File: config.mk
export PLATFORM = sky130hd
export DESIGN_NAME = gyro_turn_pd_controller
export DESIGN_NICKNAME = d
export VERILOG_FILES = /design/src/design/gtpd_pkg.sv /design/src/design/gyro_turn_pd_controller.sv
export SDC_FILE = /design/constraint.sdc
export NUM_CORES = 2
export LEC_CHECK = 0
export BUFFER_PORTS_ARGS = -buffer_cell sky130_fd_sc_hd__buf_4
export CORE_ASPECT_RATIO = 0.5
export CORE_MARGIN = 2
export CORE_UTILIZATION = 42
export CTS_BUF_LIST = sky130_fd_sc_hd__clkbuf_4 sky130_fd_sc_hd__clkbuf_8
export DETAILED_ROUTE_END_ITERATION = 12
export HOLD_SLACK_MARGIN = 0.15
export PLACE_DENSITY = 0.58
export SLEW_MARGIN = 40
export SYNTH_ARGS = -nofsm -noshare
export SYNTH_HDL_FRONTEND = slang
export SYNTH_SLANG_ARGS = --single-unit
File: constraint.sdc
create_clock -name clock -period 18.1 [get_ports clock]
set_input_delay 1.81 -clock clock [delete_from_list [all_inputs] [get_ports clock]]
set_output_delay 1.81 -clock clock [all_outputs]
set_load 0.02 [all_outputs]
File: src/design/gtpd_pkg.sv
package gtpd_pkg;

   // Transaction kinds on the request channel
   typedef enum logic {
      REQ_START  = 1'b0,
      REQ_SAMPLE = 1'b1
   } req_kind_type;

   // Turn direction codes
   typedef logic [1:0] dir_type;
   localparam dir_type DIR_LEFT  = 2'd1;
   localparam dir_type DIR_RIGHT = 2'd2;

   // Register map
   typedef logic [2:0] csr_index_type;
   localparam csr_index_type CSR_KP_GAIN        = 3'd0;
   localparam csr_index_type CSR_KD_GAIN        = 3'd1;
   localparam csr_index_type CSR_MAX_POWER      = 3'd2;
   localparam csr_index_type CSR_MIN_POWER      = 3'd3;
   localparam csr_index_type CSR_SETTLE_PERIODS = 3'd4;

   localparam int CSR_DATA_W = 16;

   // Register reset values
   localparam logic [15:0] KP_GAIN_RESET        = 16'd512;
   localparam logic [15:0] KD_GAIN_RESET        = 16'd38;
   localparam logic [6:0]  MAX_POWER_RESET      = 7'd90;
   localparam logic [6:0]  MIN_POWER_RESET      = 7'd25;
   localparam logic [9:0]  SETTLE_PERIODS_RESET = 10'd50;

   localparam logic [9:0]  SETTLE_MAX = 10'd1023;

endpackage

File: src/design/gyro_turn_pd_controller.sv
// Gyro turn PD controller with output clamp.
// A request passes through the input register, then the result register;
//   one transaction per cycle while rsp_ready does not stall the output, set by the
//   single-pass PD datapath between the two registers.
// Reset (synchronous, active high): empties both registers, restores the gain and
//   power registers to their defaults and clears heading target and settle state.
module gyro_turn_pd_controller (
   input  logic                                clock,
   input  logic                                reset,
   // request channel
   input  logic                                req_valid,
   output logic                                req_ready,
   input  logic                                req_type,
   input  logic [1:0]                          req_direction,
   input  logic [11:0]                         req_target_degrees,
   input  logic signed [15:0]                  req_gyro_reading,
   // response channel
   output logic                                rsp_valid,
   input  logic                                rsp_ready,
   output logic signed [7:0]                   rsp_yaw_drive,
   output logic signed [17:0]                  rsp_heading_error,
   output logic                                rsp_done_res,
   // register write port
   input  logic                                csr_we,
   input  logic [2:0]                          csr_index,
   input  logic [gtpd_pkg::CSR_DATA_W-1:0]     csr_wdata
);

   // ---------------------------------------------------------------
   // Configuration registers
   // ---------------------------------------------------------------
   logic [15:0] kp_gain_ff;
   logic [15:0] kd_gain_ff;
   logic [6:0]  max_power_ff;
   logic [6:0]  min_power_ff;
   logic [9:0]  settle_periods_ff;

   always_ff @(posedge clock) begin
      if (reset) begin
         kp_gain_ff        <= gtpd_pkg::KP_GAIN_RESET;
         kd_gain_ff        <= gtpd_pkg::KD_GAIN_RESET;
         max_power_ff      <= gtpd_pkg::MAX_POWER_RESET;
         min_power_ff      <= gtpd_pkg::MIN_POWER_RESET;
         settle_periods_ff <= gtpd_pkg::SETTLE_PERIODS_RESET;
      end else if (csr_we) begin
         unique case (csr_index)
            gtpd_pkg::CSR_KP_GAIN:        kp_gain_ff        <= csr_wdata;
            gtpd_pkg::CSR_KD_GAIN:        kd_gain_ff        <= csr_wdata;
            gtpd_pkg::CSR_MAX_POWER:      max_power_ff      <= csr_wdata[6:0];
            gtpd_pkg::CSR_MIN_POWER:      min_power_ff      <= csr_wdata[6:0];
            gtpd_pkg::CSR_SETTLE_PERIODS: settle_periods_ff <= csr_wdata[9:0];
            default: ; // unmapped index, write dropped
         endcase
      end
   end

   // ---------------------------------------------------------------
   // Handshake: input register feeds result register; both advance together
   // when the input holds a request and the result slot is free or being drained.
   // ---------------------------------------------------------------
   logic in_valid_ff;
   logic rsp_valid_ff;
   logic advance;

   assign advance   = in_valid_ff && (!rsp_valid_ff || rsp_ready);
   assign req_ready = !in_valid_ff || advance;
   assign rsp_valid = rsp_valid_ff;

   gtpd_pkg::req_kind_type in_kind_ff;
   logic [1:0]             in_dir_ff;
   logic [11:0]            in_deg_ff;
   logic signed [15:0]     in_gyro_ff;

   always_ff @(posedge clock) begin
      if (reset) begin
         in_valid_ff <= 1'b0;
      end else if (req_ready) begin
         in_valid_ff <= req_valid;
      end
   end

   // payload needs no reset
   always_ff @(posedge clock) begin
      if (req_valid && req_ready) begin
         in_kind_ff <= gtpd_pkg::req_kind_type'(req_type);
         in_dir_ff  <= req_direction;
         in_deg_ff  <= req_target_degrees;
         in_gyro_ff <= req_gyro_reading;
      end
   end

   // ---------------------------------------------------------------
   // Controller state
   // ---------------------------------------------------------------
   logic signed [17:0] target_heading_ff, target_heading_in;
   logic signed [17:0] last_error_ff,     last_error_in;
   logic               timer_running_ff,  timer_running_in;
   logic [9:0]         settle_count_ff,   settle_count_in;
   logic               turn_done_ff,      turn_done_in;

   // ---------------------------------------------------------------
   // PD datapath
   // ---------------------------------------------------------------
   logic signed [17:0] gyro_ext;
   logic signed [17:0] deg_ext;
   logic signed [17:0] start_target;
   logic signed [17:0] err_start;
   logic signed [17:0] err_run;
   logic signed [18:0] delta;
   logic signed [34:0] prod_p;
   logic signed [35:0] prod_d;
   logic signed [36:0] pd_sum;
   logic               round_up;
   logic [28:0]        quot_raw;
   logic signed [28:0] quot;
   logic signed [28:0] min_s;
   logic signed [28:0] max_s;
   logic signed [28:0] raised;
   logic signed [28:0] clamped;
   logic signed [7:0]  yaw_pd;
   logic               err_zero;
   logic               err_big;
   logic               timer_next;
   logic [9:0]         count_next;
   logic               done_next;

   assign gyro_ext = 18'(in_gyro_ff);
   assign deg_ext  = $signed({6'b0, in_deg_ff});

   always_comb begin
      unique case (in_dir_ff)
         gtpd_pkg::DIR_LEFT:  start_target = gyro_ext + deg_ext;
         gtpd_pkg::DIR_RIGHT: start_target = gyro_ext - deg_ext;
         default:             start_target = gyro_ext;
      endcase
   end

   assign err_start = start_target - gyro_ext;
   assign err_run   = target_heading_ff - gyro_ext;   // wraps to 18 bits
   assign delta     = 19'(err_run) - 19'(last_error_ff);

   // Gains are unsigned Q8.8; zero-extend before the signed multiply
   assign prod_p = $signed({1'b0, kp_gain_ff}) * err_run;
   assign prod_d = $signed({1'b0, kd_gain_ff}) * delta;
   assign pd_sum = 37'(prod_p) + 37'(prod_d);

   // Divide by 256, truncating toward zero
   assign round_up = pd_sum[36] && (|pd_sum[7:0]);
   assign quot_raw = pd_sum[36:8] + 29'(round_up);
   assign quot     = $signed(quot_raw);

   assign min_s = $signed({22'b0, min_power_ff});
   assign max_s = $signed({22'b0, max_power_ff});

   // Raise small nonzero outputs to the minimum, then saturate at max
   always_comb begin
      if (quot > 29'sd0 && quot < min_s) begin
         raised = min_s;
      end else if (quot < 29'sd0 && quot > -min_s) begin
         raised = -min_s;
      end else begin
         raised = quot;
      end
      if (raised > max_s) begin
         clamped = max_s;
      end else if (raised < -max_s) begin
         clamped = -max_s;
      end else begin
         clamped = raised;
      end
   end

   assign yaw_pd = 8'(-clamped);

   // Settle timer: starts on zero error, stops once |error| exceeds one
   assign err_zero = (err_run == 18'sd0);
   assign err_big  = (err_run > 18'sd1) || (err_run < -18'sd1);

   always_comb begin
      timer_next = timer_running_ff;
      count_next = settle_count_ff;
      if (err_zero && !timer_running_ff) begin
         timer_next = 1'b1;
         count_next = '0;
      end else if (err_big) begin
         timer_next = 1'b0;
         count_next = '0;
      end
      done_next = 1'b0;
      if (timer_next) begin
         if (count_next < gtpd_pkg::SETTLE_MAX) begin
            count_next = count_next + 10'd1;
         end
         done_next = (count_next >= settle_periods_ff);
      end
   end

   // ---------------------------------------------------------------
   // Next state and result
   // ---------------------------------------------------------------
   logic signed [7:0]  yaw_in;
   logic signed [17:0] err_in;
   logic               done_res_in;

   always_comb begin
      target_heading_in = target_heading_ff;
      last_error_in     = last_error_ff;
      timer_running_in  = timer_running_ff;
      settle_count_in   = settle_count_ff;
      turn_done_in      = turn_done_ff;
      yaw_in            = '0;
      err_in            = err_run;
      done_res_in       = 1'b0;
      priority if (in_kind_ff == gtpd_pkg::REQ_START) begin
         target_heading_in = start_target;
         last_error_in     = deg_ext;
         timer_running_in  = 1'b0;
         settle_count_in   = '0;
         turn_done_in      = 1'b0;
         err_in            = err_start;
      end else if (turn_done_ff) begin
         // settled: hold state, drive stays off
         done_res_in = 1'b1;
      end else begin
         last_error_in    = err_run;
         timer_running_in = timer_next;
         settle_count_in  = count_next;
         turn_done_in     = done_next;
         yaw_in           = done_next ? 8'sd0 : yaw_pd;
         done_res_in      = done_next;
      end
   end

   always_ff @(posedge clock) begin
      if (reset) begin
         rsp_valid_ff      <= 1'b0;
         target_heading_ff <= '0;
         last_error_ff     <= '0;
         timer_running_ff  <= 1'b0;
         settle_count_ff   <= '0;
         turn_done_ff      <= 1'b0;
      end else begin
         if (advance) begin
            rsp_valid_ff      <= 1'b1;
            target_heading_ff <= target_heading_in;
            last_error_ff     <= last_error_in;
            timer_running_ff  <= timer_running_in;
            settle_count_ff   <= settle_count_in;
            turn_done_ff      <= turn_done_in;
         end else if (rsp_ready) begin
            rsp_valid_ff <= 1'b0;
         end
      end
   end

   logic signed [7:0]  rsp_yaw_ff;
   logic signed [17:0] rsp_err_ff;
   logic               rsp_done_ff;

   always_ff @(posedge clock) begin
      if (advance) begin
         rsp_yaw_ff  <= yaw_in;
         rsp_err_ff  <= err_in;
         rsp_done_ff <= done_res_in;
      end
   end

   assign rsp_yaw_drive     = rsp_yaw_ff;
   assign rsp_heading_error = rsp_err_ff;
   assign rsp_done_res      = rsp_done_ff;

   // ---------------------------------------------------------------
   // Assertions
   // ---------------------------------------------------------------
   // A start transaction always yields a stopped, not-done response
   a_start_rsp: assert property (@(posedge clock) disable iff (reset)
      advance && (in_kind_ff == gtpd_pkg::REQ_START)
         |=> rsp_valid && !rsp_done_res && (rsp_yaw_drive == 8'sd0))
      else $error("start transaction produced nonzero drive or done");

   // Done means the drive is stopped
   a_done_stops: assert property (@(posedge clock) disable iff (reset)
      rsp_valid && rsp_done_res |-> (rsp_yaw_drive == 8'sd0))
      else $error("done response with nonzero yaw drive");

   // Back-pressure only when both registers are full and the output is stalled
   a_ready_low: assert property (@(posedge clock) disable iff (reset)
      !req_ready |-> in_valid_ff && rsp_valid && !rsp_ready)
      else $error("request not ready without a full, stalled pipeline");

   // Settle counter only runs while the timer is on
   a_count_timer: assert property (@(posedge clock) disable iff (reset)
      !timer_running_ff |-> (settle_count_ff == 10'd0))
      else $error("settle count nonzero with timer stopped");

endmodule

## Word level (Yosys, flattened, before mapping)

Cells that the tools add are included.
W data, S select, Z words.

- $add $sub $neg: 11
- Multipliers: 2
- Magnitude comparators: 10
- Equality and inequality tests: 7
- Mux-type cells: 24
- Bitwise operators: 1
- Reduce and logical (&&, ||, !) cells: 24

Operators with widths:

| operator | count |
|---|---|
| $mux W10 | 7 |
| $mux W29 | 2 |
| $neg A7 Y29 | 2 |
| $mux W18 | 3 |
| $add A35 B36 Y37 | 1 |
| $mul A17 B19 Y36 | 1 |
| $pmux W18 S2 | 1 |
| $sub A18 B16 Y18 | 2 |
| $mul A17 B18 Y35 | 1 |
| $add A29 B1 Y29 | 1 |
| $gt A29 B1 Y1 const B | 1 |
| $gt A29 B29 Y1 | 1 |
| $gt A29 B8 Y1 | 1 |
| $lt A29 B1 Y1 const B | 1 |
| $lt A29 B29 Y1 | 1 |
| $lt A29 B8 Y1 | 1 |
| $sub A18 B18 Y19 | 1 |
| $gt A18 B2 Y1 const B | 1 |
| $logic_not A18 Y1 | 1 |
| $lt A18 B1 Y1 const B | 1 |
| $add A16 B13 Y17 | 1 |
| $sub A16 B13 Y17 | 1 |
| $mux W8 | 2 |
| $reduce_and A2 Y1 | 7 |
| 19 further kinds | 37 |

- Bits in registers: 164
- Bits of input ports: 55

## Longest topological paths before layout

- Word-level depth: 15
- Mapped depth: 102
- Depth with buffers taken out: 94

## Least setup slack after synthesis

OpenSTA, ideal clock, no wires.

- Kind: register -> register
- Start point: register in_gyro_ff[1]
- End point: register rsp_yaw_ff[6] (netlist: rsp_yaw_drive[6]) (data pin)
- Arrival time: 19.032 ns
- Slack: -1.080 ns
- Cell stages (with the launch flop): 89
- Buffers on the path: 8
- Path through: edfxtp_1 inv_1 ha_1 nor2b_1 o31a_1 a21oi_1 clkbuf_1 buf_1 ha_1 a21boi_0 o21ai_0 nand2_1 and2_1 o21ai_0 nand2_1 and2_1 o21ai_0 nand2b_1 (+53 left out) a21o_1 a21o_1 a21oi_1 nor2b_1 o21ai_0 nand2b_1 a21oi_1 maj3_2 maj3_2 o21ai_1 a21oi_2 xnor2_4 mux2_2 a21oi_1 ha_1 nand2_1 or3_1 a21oi_1

- Word-level cells in the longest chain between the ends: 15

RTL lines:

| item | line | source |
|---|---|---|
| start, declared | gyro_turn_pd_controller.sv:72 | `logic signed [15:0] in_gyro_ff;` |
| start signal, assigned | gyro_turn_pd_controller.sv:88 | `in_gyro_ff <= req_gyro_reading;` |
| $sub A18 B16 Y18 (*) | gyro_turn_pd_controller.sv:139 | `assign err_run = target_heading_ff - gyro_ext;` |
| $sub A18 B18 Y19 | gyro_turn_pd_controller.sv:140 | `assign delta = 19'(err_run) - 19'(last_error_ff);` |
| $mul A17 B19 Y36 | gyro_turn_pd_controller.sv:144 | `assign prod_d = $signed({1'b0, kd_gain_ff}) * delta;` |
| $add A35 B36 Y37 | gyro_turn_pd_controller.sv:145 | `assign pd_sum = 37'(prod_p) + 37'(prod_d);` |
| $reduce_or A8 Y1 | gyro_turn_pd_controller.sv:148 | `assign round_up = pd_sum[36] && (\|pd_sum[7:0]);` |
| $logic_and A1 B1 Y1 | gyro_turn_pd_controller.sv:148 |  |
| $add A29 B1 Y29 | gyro_turn_pd_controller.sv:149 | `assign quot_raw = pd_sum[36:8] + 29'(round_up);` |
| $lt A29 B1 Y1 / $gt A29 B29 Y1 (equally long branches) | gyro_turn_pd_controller.sv:159 | `end else if (quot < 29'sd0 && quot > -min_s) begin` |
| $logic_and A1 B1 Y1 | gyro_turn_pd_controller.sv:159 |  |
| $mux W29 | gyro_turn_pd_controller.sv:159 |  |
| $mux W29 | gyro_turn_pd_controller.sv:157 | `if (quot > 29'sd0 && quot < min_s) begin` |
| $lt A29 B29 Y1 | gyro_turn_pd_controller.sv:166 | `end else if (raised < -max_s) begin` |
| $mux W8 | gyro_turn_pd_controller.sv:166 |  |
| $mux W8 | gyro_turn_pd_controller.sv:164 | `if (raised > max_s) begin` |
| $neg A8 Y8 | gyro_turn_pd_controller.sv:173 | `assign yaw_pd = 8'(-clamped);` |
| end signal, assigned | gyro_turn_pd_controller.sv:262 | `rsp_yaw_ff <= yaw_in;` |
| end, declared | gyro_turn_pd_controller.sv:256 | `logic signed [7:0] rsp_yaw_ff;` |

Every way passes the cells marked *; elsewhere a longest branch is shown, timed or not. The select of a mux whose other input is x is not followed.
A chain may end at the register's enable or synchronous reset.

## Worst setup path after layout

Same ends and word-level chain as after synthesis.

==> impl_metrics.json <==
{
  "syn_to_final_growth_pct": 13.74,
  "grt_pass1_vias": 30090,
  "async_reset_ff_frac": 0,
  "status": "completed",
  "grt_overflow_total": 0,
  "final_antenna_net_count": 0,
  "clock-root-buffer": "clkbuf_8",
  "synth_top_area_share": 0.3675,
  "die_h_um": 212.0,
  "gp_congestion": 0.9602,
  "synth_warnings": 0,
  "dpl.hpwl_mm": 90.07,
  "hold_end": "target_heading_ff[0]",
  "hold_viol_final": 0,
  "max_freq_mhz": 57.23,
  "dr_wl_met3_mm": 8.007,
  "synth_edf_count": 58,
  "drc": 0,
  "post-route-period-util": 0.9653,
  "diodes": 0,
  "wire_per_inst_um": 20.03,
  "ys.flop_type": "dfxtp_1",
  "synthCells": 4153,
  "crit_buf_inv": 16,
  "critical_path.max_fanout": 8,
  "dieWidth_um": 420.0,
  "routed_via_density": 5.296,
  "setup_viol": 0,
  "yosys-top-cells-area": "fa_1 (37%), ha_1 (11%), inv_1 (8.7%)",
  "worstPathArrival_ns": 17.90,
  "syn_nets": 5192,
  "yosysSeqAreaShare": 0.1058,
  "hold_depth": 2,
  "path_class": "reg -> reg",
  "drtPass1Iterations": 5,
  "top_layer_used": "met5",
  "antenna_found_initial": 2,
  "crit_required_ns": 18.53,
  "layout-drive-gt1-share": 0.1412,
  "wl_met2_mm": 49.63,
  "worstMarginPinSlew_ns": 0.8587,
  "drt-total-wl_mm": 110.5,
  "cp_slowest_cell": "fa_2",
  "slew_viol_final": 0,
  "cts_buffer_depth": 2,
  "drtIter0Drc": 2021,
  "reg2reg_to": "rsp_yaw_drive[6]",
  "ff2ff_setup_slack_ns": 0.63,
  "rows": 76,
  "finalCriticalPeriod_ns": 17.47,
  "slowest_delay_ns": 0.52,
  "die_area_um2": 89030,
  "n_fill_cell": 8183,
  "cts_htree_levels": 4,
  "hp-class": "reg -> reg",
  "path_clk_slew_ns": 0.10,
  "nets": 5373,
  "numCtsBuffers": 17,
  "ys_seq_elements": 163,
  "rr_worst_depth": 88,
  "crit_top_cell": "fa_1",
  "r2r-start": "in_gyro_ff[1]",
  "yosysTopAreaCell": "fa_1",
  "crit_family": "adder cells",
  "num_vias": 29220,
  "holdCritStartpoint": "target_heading_ff[0]",
  "startpoint_type": "flop",
  "cts.sinks": 163,
  "cts_tree": "yes",
  "endpoint_kind": "flop",
  "io_buffers": 83,
  "ios": 84,
  "grt_start_max_net_pins": 86,
  "finClkSkew_ns": 0.02607,
  "yosysUniqueCellTypes": 91,
  "coreArea_um2": 85870,
  "crit_cells": 88,
  "drv_cap": 0,
  "rsz0062_at_grt": "true",
  "grt_pass1_wl_mm": 174.1,
  "start_util": 0.4232,
  "syn_area_um2": 36340,
  "slew_headroom": 0.4267,
  "clk_latency_ns": 0.60,
  "finalSetupTns_ns": 0,
  "track_usage": 0.2577,
  "wirelength_met1_mm": 50.11,
  "avgSynthCellArea_um2": 8.750
}
[cell usage in the layout, fill, tap and decap left out, types with 23 or more instances in the layout]
master | Yosys | final
nor2b_1 | 62 | 59
nor3_1 | 42 | 37
inv_1 | 838 | 823
nand3_1 | 35 | 34
and3_1 | 24 | 23
ha_4 | 0 | 29
a21o_1 | 44 | 44
ha_1 | 317 | 284
a21oi_1 | 171 | 151
fa_1 | 667 | 652
buf_4 | 0 | 320
nor2_1 | 157 | 145
a22o_1 | 23 | 23
nand2b_1 | 38 | 36
dfxtp_1 | 105 | 88
nand4_1 | 32 | 32
xnor2_1 | 113 | 93
edfxtp_1 | 58 | 58
nand2_1 | 572 | 564
o21ai_0 | 107 | 86
and2_1 | 238 | 231
[cells in the mapped netlist, drive strengths merged (5+ instances only)]
library cell  instances
and4                  5
o21a                 16
o41ai                 5
xnor2               115
o21bai               19
a211o                 7
and3                 24
a22o                 23
mux2                  7
nor3                 44
inv                 839
dfxtp               105
fa                  667
nand3b               15
a21oi               174
and2                239
nor2                157
nand3                36
nor3b                 6
a2111oi               7
nor4                 18
clkbuf              157
nor2b                62
o211ai               10
xor2                 30
a221oi               13
edfxtp               58
a31oi                16
a21o                 44
o21ai               119
ha                  317
or3                  11
buf                  22
a21boi                7
nand4                34
a22oi                 9
o22a                  7
or4                   7
nand2b               38
or2                   7
mux2i                20
a211oi               14
nand2               572
o31ai                 9
[what timing repair did]
item                                    CTS  global route
gates cloned                              0             2
hold endpoints to repair                  0             0
hold buffers                              0             0
setup buffers                             2            32
pin swaps                                 4           113
gates resized for setup                   5           197
endpoints found under the setup margin    7             8
[flip-flops by register name, summed over array words and instances, names as in the netlist, 8 cells and up]
name               cells
in_deg_ff             12
in_gyro_ff            16
kd_gain_ff            16
kp_gain_ff            16
last_error_ff         18
rsp_heading_error     18
rsp_yaw_drive          8
settle_count_ff       10
settle_periods_ff     10
target_heading_ff     17
[cells by family after synthesis]
family / synth area share
xor+xnor: 0.03567
simple gates: 0.1726
buf+inv: 0.1058
compound gates: 0.09517
fa+ha+maj: 0.4772
flops: 0.1058
mux: 0.007678
[layer usage]
layer	vias to the layer above	track usage
li1	13280	-
met1	14780	0.3662
met2	1010	0.4057
met3	145	0.04775
met4	2	0.06549
met5	-	0
[area by class of cell]
type                            count  area (um2)  area share
Multi-Input combinational cell   2972       29720      0.7190
Clock buffer                       18       247.7    0.005994
Timing Repair Buffer              341        2695     0.06521
Tap cell                         1170        1464     0.03542
Sequential cell                   163        3865     0.09351
Inverter                          839        3162     0.07650
Clock inverter                     14       181.4    0.004389
[worst reg2reg max path: cells and delay by family, from the launching register on]
family	cells	cell delay, ns
adders and majority gates	17	6.04
AOI/OAI and AO/OA	27	3.91
and+or+nand+nor	23	3.70
buffers and inverters	16	1.92
xor gates and xnor gates	4	1.01
DFF	1	0.47
muxes	1	0.26
[worst max path at each step]
stage | slack (ns) | end | startpoint
2_1_floorplan | 0.001 | rsp_yaw_drive[6] | in_gyro_ff[1]
3_3_place_gp | 0.20 | rsp_yaw_drive[6] | in_gyro_ff[0]
3_5_place_dp | -0.15 | rsp_yaw_drive[7] | in_gyro_ff[0]
4_1_cts | 0.008 | rsp_yaw_drive[7] | in_gyro_ff[1]
5_1_grt | -0.24 | rsp_yaw_drive[7] | in_gyro_ff[1]
6_report | 0.63 | rsp_yaw_drive[6] | in_gyro_ff[1]
[per-stage QoR]
step | cells | hold WS (ns) | util | setup WS (ns) | area, um2
global route | 5517 | 0.4840 | 0.4813 | -0.2445 | 41330
CTS | 5483 | 0.4612 | 0.4675 | 0.007923 | 40140
floorplan | 4153 | 0.4198 | - | 0.001087 | 36440
detailed placement | 5449 | 0.4364 | 0.4620 | -0.1536 | 39670
finish | 5517 | 0.4609 | 0.4813 | 0.6277 | 41330
global placement | 5449 | 0.4347 | 0.4611 | 0.1969 | 39590
Power is left out: the tool's default activity adds up to more than one toggle a clock period on the data nets, which glitch-free logic cannot reach.
